File: config.mk
export PLATFORM = sky130hd
export DESIGN_NAME = tcn_div_cell
export DESIGN_NICKNAME = d
export VERILOG_FILES = /design/src/hdl/tcn_pkg.sv /design/src/hdl/tcn_div_cell.sv
export SDC_FILE = /design/constraint.sdc
export NUM_CORES = 1
export LEC_CHECK = 0
export ABC_CLOCK_PERIOD_IN_PS = 7700
export BUFFER_PORTS_ARGS = -buffer_cell sky130_fd_sc_hd__buf_2
export CAP_MARGIN = 15
export CORE_AREA = 5 5 214 216
export CTS_BUF_LIST = sky130_fd_sc_hd__clkbuf_16
export DETAILED_ROUTE_END_ITERATION = 7
export DIE_AREA = 0 0 219 221
export GPL_TIMING_DRIVEN = 0
export PLACE_DENSITY = 0.57
export SETUP_SLACK_MARGIN = 0.3
export SYNTH_ARGS = -nofsm -noshare
export SYNTH_HDL_FRONTEND = slang
export SYNTH_SLANG_ARGS = --single-unit
File: constraint.sdc
create_clock -name clock -period 7.7 [get_ports clock]
set_clock_uncertainty 0.05 [all_clocks]
set_input_delay 0.385 -clock clock [delete_from_list [all_inputs] [get_ports clock]]
set_output_delay 0.385 -clock clock [all_outputs]
set_load 0.01 [all_outputs]
File: src/hdl/tcn_pkg.sv
// package for the triangle centroid and normal block
// holds the widths, depends on nothing
package tcn_pkg;
   localparam int COORD_WIDTH_DEF = 16;
   localparam int NORMAL_FRAC_DEF = 14;
   localparam int NORMAL_WIDTH    = 16;
   localparam int KEEP_BITS       = 30;
   localparam int SQ_WIDTH        = 64;
   localparam int ROOT_WIDTH      = 32;
endpackage

File: src/hdl/tcn_div_cell.sv
// one quotient bit cell of the pipelined restoring divider
// uses tcn_pkg, three lanes share the divisor, data passes to the next cell
module tcn_div_cell
   import tcn_pkg::*;
#(
   parameter int NUM_WIDTH = 46,
   parameter int SIDE_WIDTH = 8
) (
   input  logic                      clock,
   input  logic                      reset,
   input  logic                      valid_in,
   input  logic [ROOT_WIDTH-1:0]     den_in,
   input  logic [3*NUM_WIDTH-1:0]    num_in,
   input  logic [3*(ROOT_WIDTH+1)-1:0] rem_in,
   input  logic [SIDE_WIDTH-1:0]     side_in,
   output logic                      valid_out,
   output logic [ROOT_WIDTH-1:0]     den_out,
   output logic [3*NUM_WIDTH-1:0]    num_out,
   output logic [3*(ROOT_WIDTH+1)-1:0] rem_out,
   output logic [SIDE_WIDTH-1:0]     side_out
);
   localparam int RW = ROOT_WIDTH + 1;
   logic                  valid_ff;
   logic [ROOT_WIDTH-1:0] den_ff;
   logic [3*NUM_WIDTH-1:0] num_ff, num_nx;
   logic [3*RW-1:0]       rem_ff, rem_nx;
   logic [SIDE_WIDTH-1:0] side_ff;
   logic [RW:0]           shifted;

   // shift in the next numerator bit and subtract where it fits
   always_comb begin
      num_nx = '0;
      rem_nx = '0;
      shifted = '0;
      for (int k = 0; k < 3; k++) begin
         shifted = {rem_in[k*RW +: RW], num_in[k*NUM_WIDTH + NUM_WIDTH - 1]};
         num_nx[k*NUM_WIDTH +: NUM_WIDTH] = {num_in[k*NUM_WIDTH +: NUM_WIDTH-1], 1'b0};
         if (shifted >= {2'b00, den_in}) begin
            rem_nx[k*RW +: RW] = RW'(shifted - {2'b00, den_in});
            num_nx[k*NUM_WIDTH] = 1'b1;
         end else begin
            rem_nx[k*RW +: RW] = shifted[RW-1:0];
         end
      end
   end

   // stage register
   always_ff @(posedge clock) begin
      if (reset) begin
         valid_ff <= 1'b0;
      end else begin
         valid_ff <= valid_in;
      end
      den_ff  <= den_in;
      num_ff  <= num_nx;
      rem_ff  <= rem_nx;
      side_ff <= side_in;
   end

   assign valid_out = valid_ff;
   assign den_out   = den_ff;
   assign num_out   = num_ff;
   assign rem_out   = rem_ff;
   assign side_out  = side_ff;
endmodule

==> impl_results.md, run 1 <==
* Final Hold Viols at 0
* Ys async rst share at 0%
* Maximum Capacitance Violations at 0
* Port bufs at between 500 and 600
* Core outline area at 43,700 um^2
* Number of global-route vias before repair at 12,600
* Clock slew at reported path FFs at 0.05 ns
* Final nets at ~2,400
* Max Fanout on Critical Path at 10
* Slew @ Worst Pin at 0.930 ns
* Clock sink count at about 280
* DRT antenna net count at 0
* VDD IR max at around 0.13 mV
* Die area at 48,400 um^2
* Status: complete, no violations
* Pre-Repair DR Iteration Count at 5
* Largest net degree at the start of global routing at 14
* Mapped Nets at around 1,600
* CTS tree: done
* Maximum operating frequency at roughly 210 MHz
* Cell Pwr Density at 236 nW/um^2
* Area occupied by multi-input gates at ~6000 um^2
* Initial core utilization at between 20 and 30%
* Final core utilization at between 40% and 50%
* Crit path DAT at 5.00 ns
* #FFs+latches synth at 278
* Final setup vio count at 0
* Final period util at 60.7%
* Placer Congestion at 0.891
* # hold bufs at CTS at 178
* Hold Path Class: primary input to register
* Post-synthesis sequential area ratio at 46.0%
* IO Pins at 558
* Die height at 221 um
* Area share of the leading cell type in the synthesized netlist at 46.0%
* GRT Total Usage at 21.7%
* Root buf cell: clkbuf_16
* Mapped Avg Cell Area at 9.85 um^2
* Worst setup path class: primary input to register
* GR Overflow Total at 0
* PostCTS Resize Cnt at 0
* Crit path from: den_in[1]
* Global route hottest layer: met2
* Max transition margin at 37.4%
* Synth-to-Final Area Change at 53.5%
* Via count at 12,100
* Routing usage on met1 at 23.1%
* Unique masters post-synth at 70
* Core Rows at 77
* First-pass GRT wire length at slightly below 80 mm
* Ratio of cells with drive above 1 in the final layout at 33.2%
* Final setup TNS at 0 ns
* Routed WL at approximately 55 mm
* Vias per inst at roughly 4.6
* Synth warnings at 0
* Ys flop type: dfxtp_1
* EDFF count, synth at 0
* Synth Cell Area at 12,100 um^2
* Total CTS buffers at 35
* Hpwl dp at 44.7 mm
* # DRC at 0
* Reg area at 5570 um^2
* Post-CTS setup buffer count at 0
* Die Width at approximately 220 um
* Top cells by area, synth: dfxtp_1 46%, ha_1 9.9%, a21oi_1 4.6%
* Worst EP required at 8.02 ns
* RSZ-0062 raised after global routing: no
* Area leader, netlist: dfxtp_1
* Startpoint Class: primary input
* CP Capture Type: register
* Final min period at between 4 and 5 ns
* Commonest cells in the netlist: 278 x dfxtp_1, 112 x a21oi_1, 96 x ha_1, 82 x nand2_1
* Avg WL per Cell at 21.2 um
* Top-count cell post-synth: dfxtp_1
* CTS Buffer Depth at 3
* Initial antenna violation count at 10
* Met3 usage at 4.48%
* Htree depth at 2
* Max-slew violations at 0
* Filler cell count at 4,289
* Leakage at 0.00904 uW
* Hold Path Origin: rem_in[36]
* Starting DRT DRC Count at 496
* Global routing usage on met2 at 41.1%
* Post-synthesis cell count at 1,228
==> cell families (layout without fill, tap and decap cells) <==
| family | count (synthesis) | in the layout | synth area share [%] |
|---|---|---|---|
| AOI/OAI and AO/OA | 356 | 356 | 18.9 |
| xor gates and xnor gates | 77 | 77 | 5.57 |
| adders and majority gates | 99 | 99 | 10.4 |
| buffers and inverters | 104 | 902 | 3.71 |
| DFF | 278 | 278 | 46.0 |
| muxes | 45 | 45 | 4.86 |
| other | 0 | 4 | 0 |
| and+or+nand+nor | 269 | 269 | 10.6 |
==> registers in the layout, indices dropped and copies added, names as in the netlist <==
signal / cells
den_out: 32
side_out: 8
rem_out: 99
num_out: 138
valid_out: 1
==> report_power, final <==
part,switching (uW),internal (uW),leakage (uW)
Sequential,47.3,1610,0.00235
Clock,664,988,0.000592
Combinational,593,493,0.00611
Total,1300,3090,0.00904
==> final timing paths <==
| path | to | slack [ns] | cells past startpoint |
|---|---|---|---|
| max | rem_out[40] | 3.02 | 13 |
| min | rem_out[37] | 0.03 | 3 |
==> layout make-up <==
type	count	share of cell area, %
sequential	278	30.0
clock buffer	36	4.85
inverter	69	1.39
clock inverter	27	1.33
buffer	35	1.02
timing repair buffer	735	24.6
multi-input combinational	846	32.8
antenna	4	0.0539
tap	592	3.99
==> layout by cell type (no fill, tap or decap), drive strengths merged, types with 11 or more instances in the layout <==
cell type and instances:
clkbuf 61, clkinv 12, xor2 30, a31oi 11, dfxtp 278, nand2 82
a21o 56, and3 15, buf 567, dlygate4sd3 178, ha 96, o21a 13
mux2 38, o21ai 76, nor2 73, nand4 14, o21bai 16, a21oi 112
nand3 26, nand2b 11, inv 78, xnor2 47
==> worst max-delay path: stages <==
cell and delay (ns):
dlygate4sd3_1 0.53, buf_2 0.12, inv_1 0.22, fa_1 0.54
a21oi_1 0.21, o21ai_0 0.11, a21oi_1 0.29, a21boi_1 0.19
a211oi_1 0.68, o311ai_1 0.34, a31oi_2 0.61, clkbuf_1 0.51
o21ai_0 0.25
==> per-layer routing <==
metal,vias up,wire (um)
met1,5665,20800
met5,-,66
met4,10,2430
li1,5918,-
met2,418,29100
met3,108,3140
==> stage by stage <==
step           instances  worst slack [ns]  power [uW]  hold slack (ns)  area, um^2
2_1_floorplan       1228              4.31        2250            0.363       12100
3_5_place_dp        2377              2.97        2690            0.439       15600
3_3_place_gp        2377              2.95        2690            0.438       15600
6_report            2622              3.02        4390           0.0273       18600
5_1_grt             2622              2.81        4610          0.00470       18600
4_1_cts             2618              2.97        4450          0.00217       18600
Note: power is estimated with default switching activity, not from simulation.
==> run 2, diff against run 1 <==
--- a/config.mk
+++ b/config.mk
@@ -5,7 +5,8 @@
 export SDC_FILE = /design/constraint.sdc
 export NUM_CORES = 1
 export LEC_CHECK = 0
-export ABC_CLOCK_PERIOD_IN_PS = 7700
+export ABC_AREA = 1
+export ABC_CLOCK_PERIOD_IN_PS = 4730
 export BUFFER_PORTS_ARGS = -buffer_cell sky130_fd_sc_hd__buf_2
 export CAP_MARGIN = 15
 export CORE_AREA = 5 5 214 216
@@ -13,7 +14,7 @@
 export DETAILED_ROUTE_END_ITERATION = 7
 export DIE_AREA = 0 0 219 221
 export GPL_TIMING_DRIVEN = 0
-export PLACE_DENSITY = 0.57
+export PLACE_DENSITY = 0.65
 export SETUP_SLACK_MARGIN = 0.3
 export SYNTH_ARGS = -nofsm -noshare
 export SYNTH_HDL_FRONTEND = slang
==> constraint.sdc (replaced) <==
create_clock -name clock -period 4.73 [get_ports clock]
set_clock_uncertainty 0.05 [all_clocks]
set_input_delay 0.2365 -clock clock [delete_from_list [all_inputs] [get_ports clock]]
set_output_delay 0.2365 -clock clock [all_outputs]
set_load 0.01 [all_outputs]
==> run 2 against run 1 <==
Synthesized cell count is 88% higher. Non-clock buffer count rose by 98. Die area did not move. Largest cell class unchanged. Sequential power rose by 62%. Cell area is 21% higher. Sequential share of layout area decreased by 5.1 points. Cell count up 45%. Via count grew 43%. Routed wire length is 25% higher. First-iteration DRC count increased by 120%. Critical path depth fell by 1. Highest routed layer unchanged. Flip-flop and latch count unchanged.
==> impl_results.md, run 2 <==
* Area leader, netlist: dfxtp_1
* Core Rows at 77 (unchanged)
* EDFF count, synth at 0 (unchanged)
* Clock slew at reported path FFs at 0.07 ns (+0.02 ns)
* Final setup vio count at 0 (unchanged)
* Ratio of cells with drive above 1 in the final layout at 20.7% (-12 points)
* Synth Cell Area at 15,100 um^2 (+25%)
* Max transition margin at 62.0% (+25 points)
* Vias per inst at 4.56 (-1.3%)
* Root buf cell: clkbuf_16
* RSZ-0062 raised after global routing: no
* Startpoint Class: primary input
* Port bufs at 557 (unchanged)
* Die Width at 219 um (unchanged)
* DRT antenna net count at 0 (unchanged)
* CTS tree: done
* Unique masters post-synth at 31 (-56%)
* Crit path DAT at 3.25 ns (-1.75 ns)
* Final min period at between 2 and 3 ns
* Final period util at 58.6%
* Non-Filler Instances at 3,795 (+45%)
* Initial antenna violation count at 9 (-1)
* Final core utilization at 51.2% (+8.7 points)
* Post-synthesis simple-gate area fraction at 37.4% (+27 points)
* Hold Path Class: primary input to register
* Number of global-route vias before repair at 16,700 (+33%)
* Starting DRT DRC Count at 1,101 (+120%)
* Most frequent cells in the layout: 972 x nand2_1, 575 x buf_2, 437 x inv_1, 278 x dfxtp_1, 274 x dlygate4sd3_1
* Total CTS buffers at 31 (-11%)
* Htree depth at 1 (-1)
* Hpwl dp at 56.1 mm (+25%)
* Synth warnings at 0 (unchanged)
* Crit path from: den_in[28]
* Placer Congestion at 0.978 (+9.8%)
* IO Pins at 558 (unchanged)
* Mapped Nets at 2,690 (+67%)
* Synth-to-Final Area Change at 48.5%
* Hold Crit Depth at 3 (unchanged)
* Cell Pwr Density at 321 nW/um^2 (+36%)
* Clock sink count at 278 (unchanged)
* GRT Total Usage at 27.4% (+5.6 points)
* VDD IR max at 0.286 mV (+120%)
* Maximum operating frequency at 361 MHz
* Synth Area in Compound Gates at 2.36% (-17 points)
* Avg WL per Cell at 18.3 um (-13%)
* Max-slew violations at 0 (unchanged)
* Mux cell area share after synthesis at 0% (-4.9 points)
* Leakage at 0.0130 uW (+44%)
* Final setup TNS at 0 ns (unchanged)
* Die area at 48,400 um^2 (unchanged)
* Slew @ Worst Pin at 0.570 ns (-0.360 ns)
* Hold path endpoint: rem_out[47]
* Worst setup path class: primary input to register
* Via count at 17,300 (+43%)
* Mapped Avg Cell Area at 6.53 um^2 (-34%)
* Max Fanout on Critical Path at 10 (unchanged)
* Max FFs per register at 138 (unchanged)
* Routed WL at 69.6 mm (+25%)
* Synth Area in Adders at 8.36% (-2.1 points)
* Final Hold Viols at 0 (unchanged)
* Commonest cells in the netlist: 972 x nand2_1, 436 x inv_1, 278 x dfxtp_1, 121 x nor2_1, 106 x nand4_1
* Initial core utilization at 34.5% (+6.8 points)
* Pre-Repair DR Iteration Count at 5 (unchanged)
* Worst EP required at 5.21 ns (-2.81 ns)
* Post-synthesis cell count at 2,311 (+88%)
* Placed cells at 3,460 (+46%)
* Total design power at 7180 uW (+64%)
* Post-synthesis sequential area ratio at 36.9% (-9.1 points)
* Filler cell count at 4,355 (+1.5%)
* Top-count cell post-synth: nand2_1
* First-pass GRT wire length at 101 mm (+28%)
* Synth Area in XOR/XNOR at 2.61% (-3.0 points)
* GR Overflow Total at 0 (unchanged)
* PostCTS Resize Cnt at 0 (unchanged)
* Ys flop type: dfxtp_1
* Commonest non-fill, non-tap cell in the layout: nand2_1
* Area share of the leading cell type in the synthesized netlist at 36.9% (-9.1 points)
* CTS Buffer Depth at 3 (unchanged)
* Core outline area at 43,700 um^2 (unchanged)
* Ys async rst share at 0% (unchanged)
* Largest net degree at the start of global routing at 16 (+2)
* Top cells by area, synth: dfxtp_1 37%, nand2_1 24%, inv_1 11%
* Status: complete, no violations
* # DRC at 0 (unchanged)
* Final nets at 3,554 (+49%)
* #FFs+latches synth at 278 (unchanged)
* Maximum Capacitance Violations at 0 (unchanged)
* CP Capture Type: register
* Hold Path Origin: rem_in[46]
* Largest family of logic cells by synthesized area: simple AND/OR/NAND/NOR gates
* Die height at 221 um (unchanged)
-- run 2: cell count changes after synthesis, sizes merged, moves of 17 or more --
| cell | before | now |
|---|---|---|
| nor2 | 73 | 128 |
| o21ai | 76 | 3 |
| a21oi | 112 | 59 |
| buf | 10 | 27 |
| nand4 | 14 | 108 |
| mux2 | 38 | 0 |
| xnor2 | 47 | 0 |
| nand2 | 82 | 975 |
| a21o | 56 | 3 |
| nand3 | 26 | 96 |
| inv | 69 | 439 |
-- run 2: cell families after synthesis --
family	Yosys count
buffers and inverters	476
adders and majority gates	99
AOI/OAI and AO/OA	68
and+or+nand+nor	1345
xor gates and xnor gates	45
DFF	278
-- run 2: per-stage QoR --
stage	hold slack [ns]	instance area [um^2]	setup WS, ns
after CTS	0.0344	22400	2.01
after global placement	0.289	18600	1.93
after global routing	0.0397	22400	1.82
after floorplan	0.214	15100	2.85
after detailed placement	0.290	18600	1.97
final	0.0791	22400	1.96
-- run 2: final cells by class --
type	count	area [um^2]	area share, %
Antenna cell	4	10.0	0.0447
Buffer	37	221	0.989
Clock buffer	31	776	3.46
Clock inverter	26	253	1.13
Inverter	439	1650	7.36
Multi-Input combinational cell	1557	7650	34.1
Sequential cell	278	5570	24.9
Tap cell	592	741	3.31
Timing Repair Buffer	831	5530	24.7
-- run 2: critical path, cell delays in order --
cell and delay (ns):
dlygate4sd3_1 0.54, buf_2 0.12, inv_1 0.29, ha_1 0.40
nand2_1 0.17, nor2_1 0.09, o21ai_1 0.12, nand3_1 0.10
nor2_2 0.43, clkbuf_1 0.41, nand4_1 0.22, nand2_1 0.12
-- run 2: worst max-delay path by stage --
stage                       end  slack [ns]
finish              rem_out[77]        1.96
global route        rem_out[47]        1.82
CTS                 rem_out[72]        2.01
detailed placement  rem_out[96]        1.97
global placement    rem_out[93]        1.93
floorplan           rem_out[57]        2.85
-- run 2: per-layer routing --
layer	up-vias	part of all wire [%]	global-route usage [%]
li1	8790	-	-
met1	7770	39	31.4
met2	604	50	50.0
met3	137	6.7	4.72
met4	10	4.9	11.3
met5	-	0.091	0
-- run 2: timing repair --
action                                 in CTS  in global routing
setup buffers                               0                  0
endpoints found under the hold margin     273                  0
hold buffers                              274                  0
-- run 2: report_power, final --
part	internal, uW	total (uW)	switching, uW
clock network	1380	2460	1080
registers	2600	2680	75.1
logic	797	2040	1240
total	4780	7180	2400
==> run 3, diff against run 2 <==
--- a/config.mk
+++ b/config.mk
@@ -6,7 +6,7 @@
 export NUM_CORES = 1
 export LEC_CHECK = 0
 export ABC_AREA = 1
-export ABC_CLOCK_PERIOD_IN_PS = 4730
+export ABC_CLOCK_PERIOD_IN_PS = 2710
 export BUFFER_PORTS_ARGS = -buffer_cell sky130_fd_sc_hd__buf_2
 export CAP_MARGIN = 15
 export CORE_AREA = 5 5 214 216
==> constraint.sdc (replaced) <==
create_clock -name clock -period 2.71 [get_ports clock]
set_clock_uncertainty 0.05 [all_clocks]
set_input_delay 0.1355 -clock clock [delete_from_list [all_inputs] [get_ports clock]]
set_output_delay 0.1355 -clock clock [all_outputs]
set_load 0.01 [all_outputs]
==> run 3 against run 2 <==
Sequential power rose by 74%. Largest cell class unchanged. Setup slack worse by 1.6 ns. Cell area increased by 0.97%. Combinational power rose by 76%. Via count rose by 0.29%.
==> impl_results.md, run 3 (synthesis results as in run 2) <==
* Status: complete, no violations
* Final setup TNS at 0 ns (unchanged)
* CTS Buffer Depth at 3 (unchanged)
* Hold Path Class: primary input to register
* Final Hold Viols at 0 (unchanged)
* Initial core utilization at 34.5% (unchanged)
* Global route hottest layer: met2
* Clock share of power at 34.2% (about the same)
* Starting DRT DRC Count at 1,122 (+1.9%)
* Clock slew at reported path FFs at 0.07 ns (about the same)
* Maximum operating frequency at between 400 and 500 MHz
* Final setup vio count at 0 (unchanged)
* Reg area at 5570 um^2 (unchanged)
* Final core utilization at 51.7% (+0.50 points)
* NetSw at 4200 uW (+75%)
* Routed WL at 69.9 mm (+0.52%)
* DP Worst Slack at 0.0461 ns (-1.92 ns)
* Die Width at 219 um (unchanged)
* Comb pwr share at 28.7% (+0.3 points)
* CTS tree: done
* Post-route worst setup slack at 0.380 ns (-1.58 ns)
* Met3 usage at 4.78% (+0.068 points)
* Max FFs per register at 138 (unchanged)
* IO Pins at 558 (unchanged)
* Final nets at 3,563 (+0.25%)
* Area occupied by multi-input gates at 7770 um^2 (+1.7%)
* Post-placement cell area at 18,600 um^2 (unchanged)
* Post-route cell area at 22,600 um^2 (+0.97%)
* Final min period at 2.33 ns
* GR Overflow Total at 0 (unchanged)
* Die height at 221 um (unchanged)
* Port bufs at 557 (unchanged)
* Hold Path Origin: rem_in[65]
* Avg WL per Cell at 18.4 um (+0.23%)
* Largest net degree at the start of global routing at 16 (unchanged)
* Vias per inst at 4.56 (about the same)
* # DRC at 0 (unchanged)
* Via count at 17,400 (+0.29%)
* Pre-Repair DR Iteration Count at 5 (unchanged)
* CP Capture Type: register
* Commonest non-fill, non-tap cell in the layout: nand2_1
* Number of global-route vias before repair at 16,800 (+0.44%)
* Cell Pwr Density at 556 nW/um^2 (+73%)
* P_int at 8360 uW (+75%)
* RSZ-0062 raised after global routing: no
* Final period util at 86.0%
* Routing usage on met1 at 31.4% (about the same)
* Total CTS buffers at 31 (unchanged)
* Initial antenna violation count at 10 (+1)
* Slew @ Worst Pin at 0.619 ns (+0.0489 ns)
* Maximum Capacitance Violations at 0 (unchanged)
* Clock sink count at 278 (unchanged)
* Worst setup path class: primary input to register
* Ratio of cells with drive above 1 in the final layout at 21.5% (+0.81 points)
* Sequential Power Share at 37.2% (about the same)
* VDD IR max at 0.507 mV (+77%)
* Max-slew violations at 0 (unchanged)
* Core outline area at 43,700 um^2 (unchanged)
* Global routing usage on met2 at 50.2% (+0.25 points)
* Hold path endpoint: rem_out[33]
* Most frequent cells in the layout: 971 x nand2_1, 576 x buf_2, 436 x inv_1, 278 x dfxtp_1, 278 x dlygate4sd3_1
* Crit path DAT at 2.75 ns (-0.50 ns)
* Htree depth at 1 (unchanged)
* Leakage at 0.0131 uW (+0.57%)
* Max transition margin at 58.7% (-3.3 points)
* Synth-to-Final Area Change at 49.9%
* DRT antenna net count at 0 (unchanged)
* Hold Crit Depth at 6 (+3)
* First-pass GRT wire length at 102 mm (+0.53%)
* Max Fanout on Critical Path at 6 (-4)
* Placed cells at 3,460 (unchanged)
* Root buf cell: clkbuf_16
* Hpwl dp at 56.1 mm (unchanged)
* Placer Congestion at 0.978 (unchanged)
* Startpoint Class: primary input
* Non-Filler Instances at 3,806 (+0.29%)
* Die area at 48,400 um^2 (unchanged)
* Core Rows at 77 (unchanged)
* Worst EP required at 3.13 ns (-2.08 ns)
* Filler cell count at 4,365 (+0.23%)
* Switching share of power at 33.4% (about the same)
* GRT Total Usage at 27.6% (+0.17 points)
[run 3: area by class of cell]
class | instances | share of cell area, %
diodes | 6 | 0.0664
flip-flops and latches | 278 | 24.6
plain buffers | 37 | 0.991
clock buffers | 31 | 3.43
multi-input cells | 1557 | 34.4
inverters | 439 | 7.31
repair buffers | 840 | 24.8
clock inverters | 26 | 1.12
well taps | 592 | 3.28
[run 3: how the worst max path moves through the flow]
stage,to,cells past startpoint,startpoint
after detailed placement,rem_out[96],12,den_in[26]
final,rem_out[1],15,den_in[7]
after global placement,rem_out[93],12,den_in[26]
after global routing,rem_out[1],15,den_in[7]
after CTS,rem_out[71],15,num_in[137]
after floorplan,rem_out[57],13,num_in[91]
[run 3: power groups by stage]
| stage | combinational, uW | sequential [uW] | clock (uW) |
|---|---|---|---|
| 2_1_floorplan | 1580 | 4990 | 0 |
| 3_3_place_gp | 3210 | 4740 | 0 |
| 3_5_place_dp | 3210 | 4750 | 0 |
| 4_1_cts | 3560 | 4660 | 4380 |
| 5_1_grt | 3960 | 4710 | 4540 |
| 6_report | 3600 | 4670 | 4290 |
[run 3: through the flow]
| step | total power [uW] | hold slack [ns] |
|---|---|---|
| floorplan | 6570 | 0.113 |
| global placement | 7940 | 0.188 |
| detailed placement | 7960 | 0.189 |
| CTS | 12600 | 0.0368 |
| global route | 13200 | 0.0934 |
| finish | 12600 | 0.0580 |
[run 3: routing by layer]
metal / wire length (um) / part of all wire (%)
met2: 34500 / 49
met1: 26900 / 38
met5: 59 / 0.084
met4: 3800 / 5.4
met3: 4670 / 6.7
[run 3: worst max-delay path: stages]
cell           delay [ns]
dlygate4sd3_1        0.53
buf_2                0.13
clkinvlp_4           0.08
buf_4                0.15
ha_4                 0.27
nand2_1              0.09
nor2_2               0.17
nand3_1              0.11
nand3_2              0.11
nand2_1              0.09
nand2_2              0.10
nand2_4              0.09
nand4_1              0.09
dlygate4sd3_1        0.56
nand2_1              0.05
[run 3: what timing repair did]
item | 4_1_cts | 5_1_grt
endpoints found under the setup margin | 0 | 70
hold buffers | 278 | 0
resized for setup | 0 | 34
hold endpoints to repair | 275 | 0
setup buffers | 0 | 5
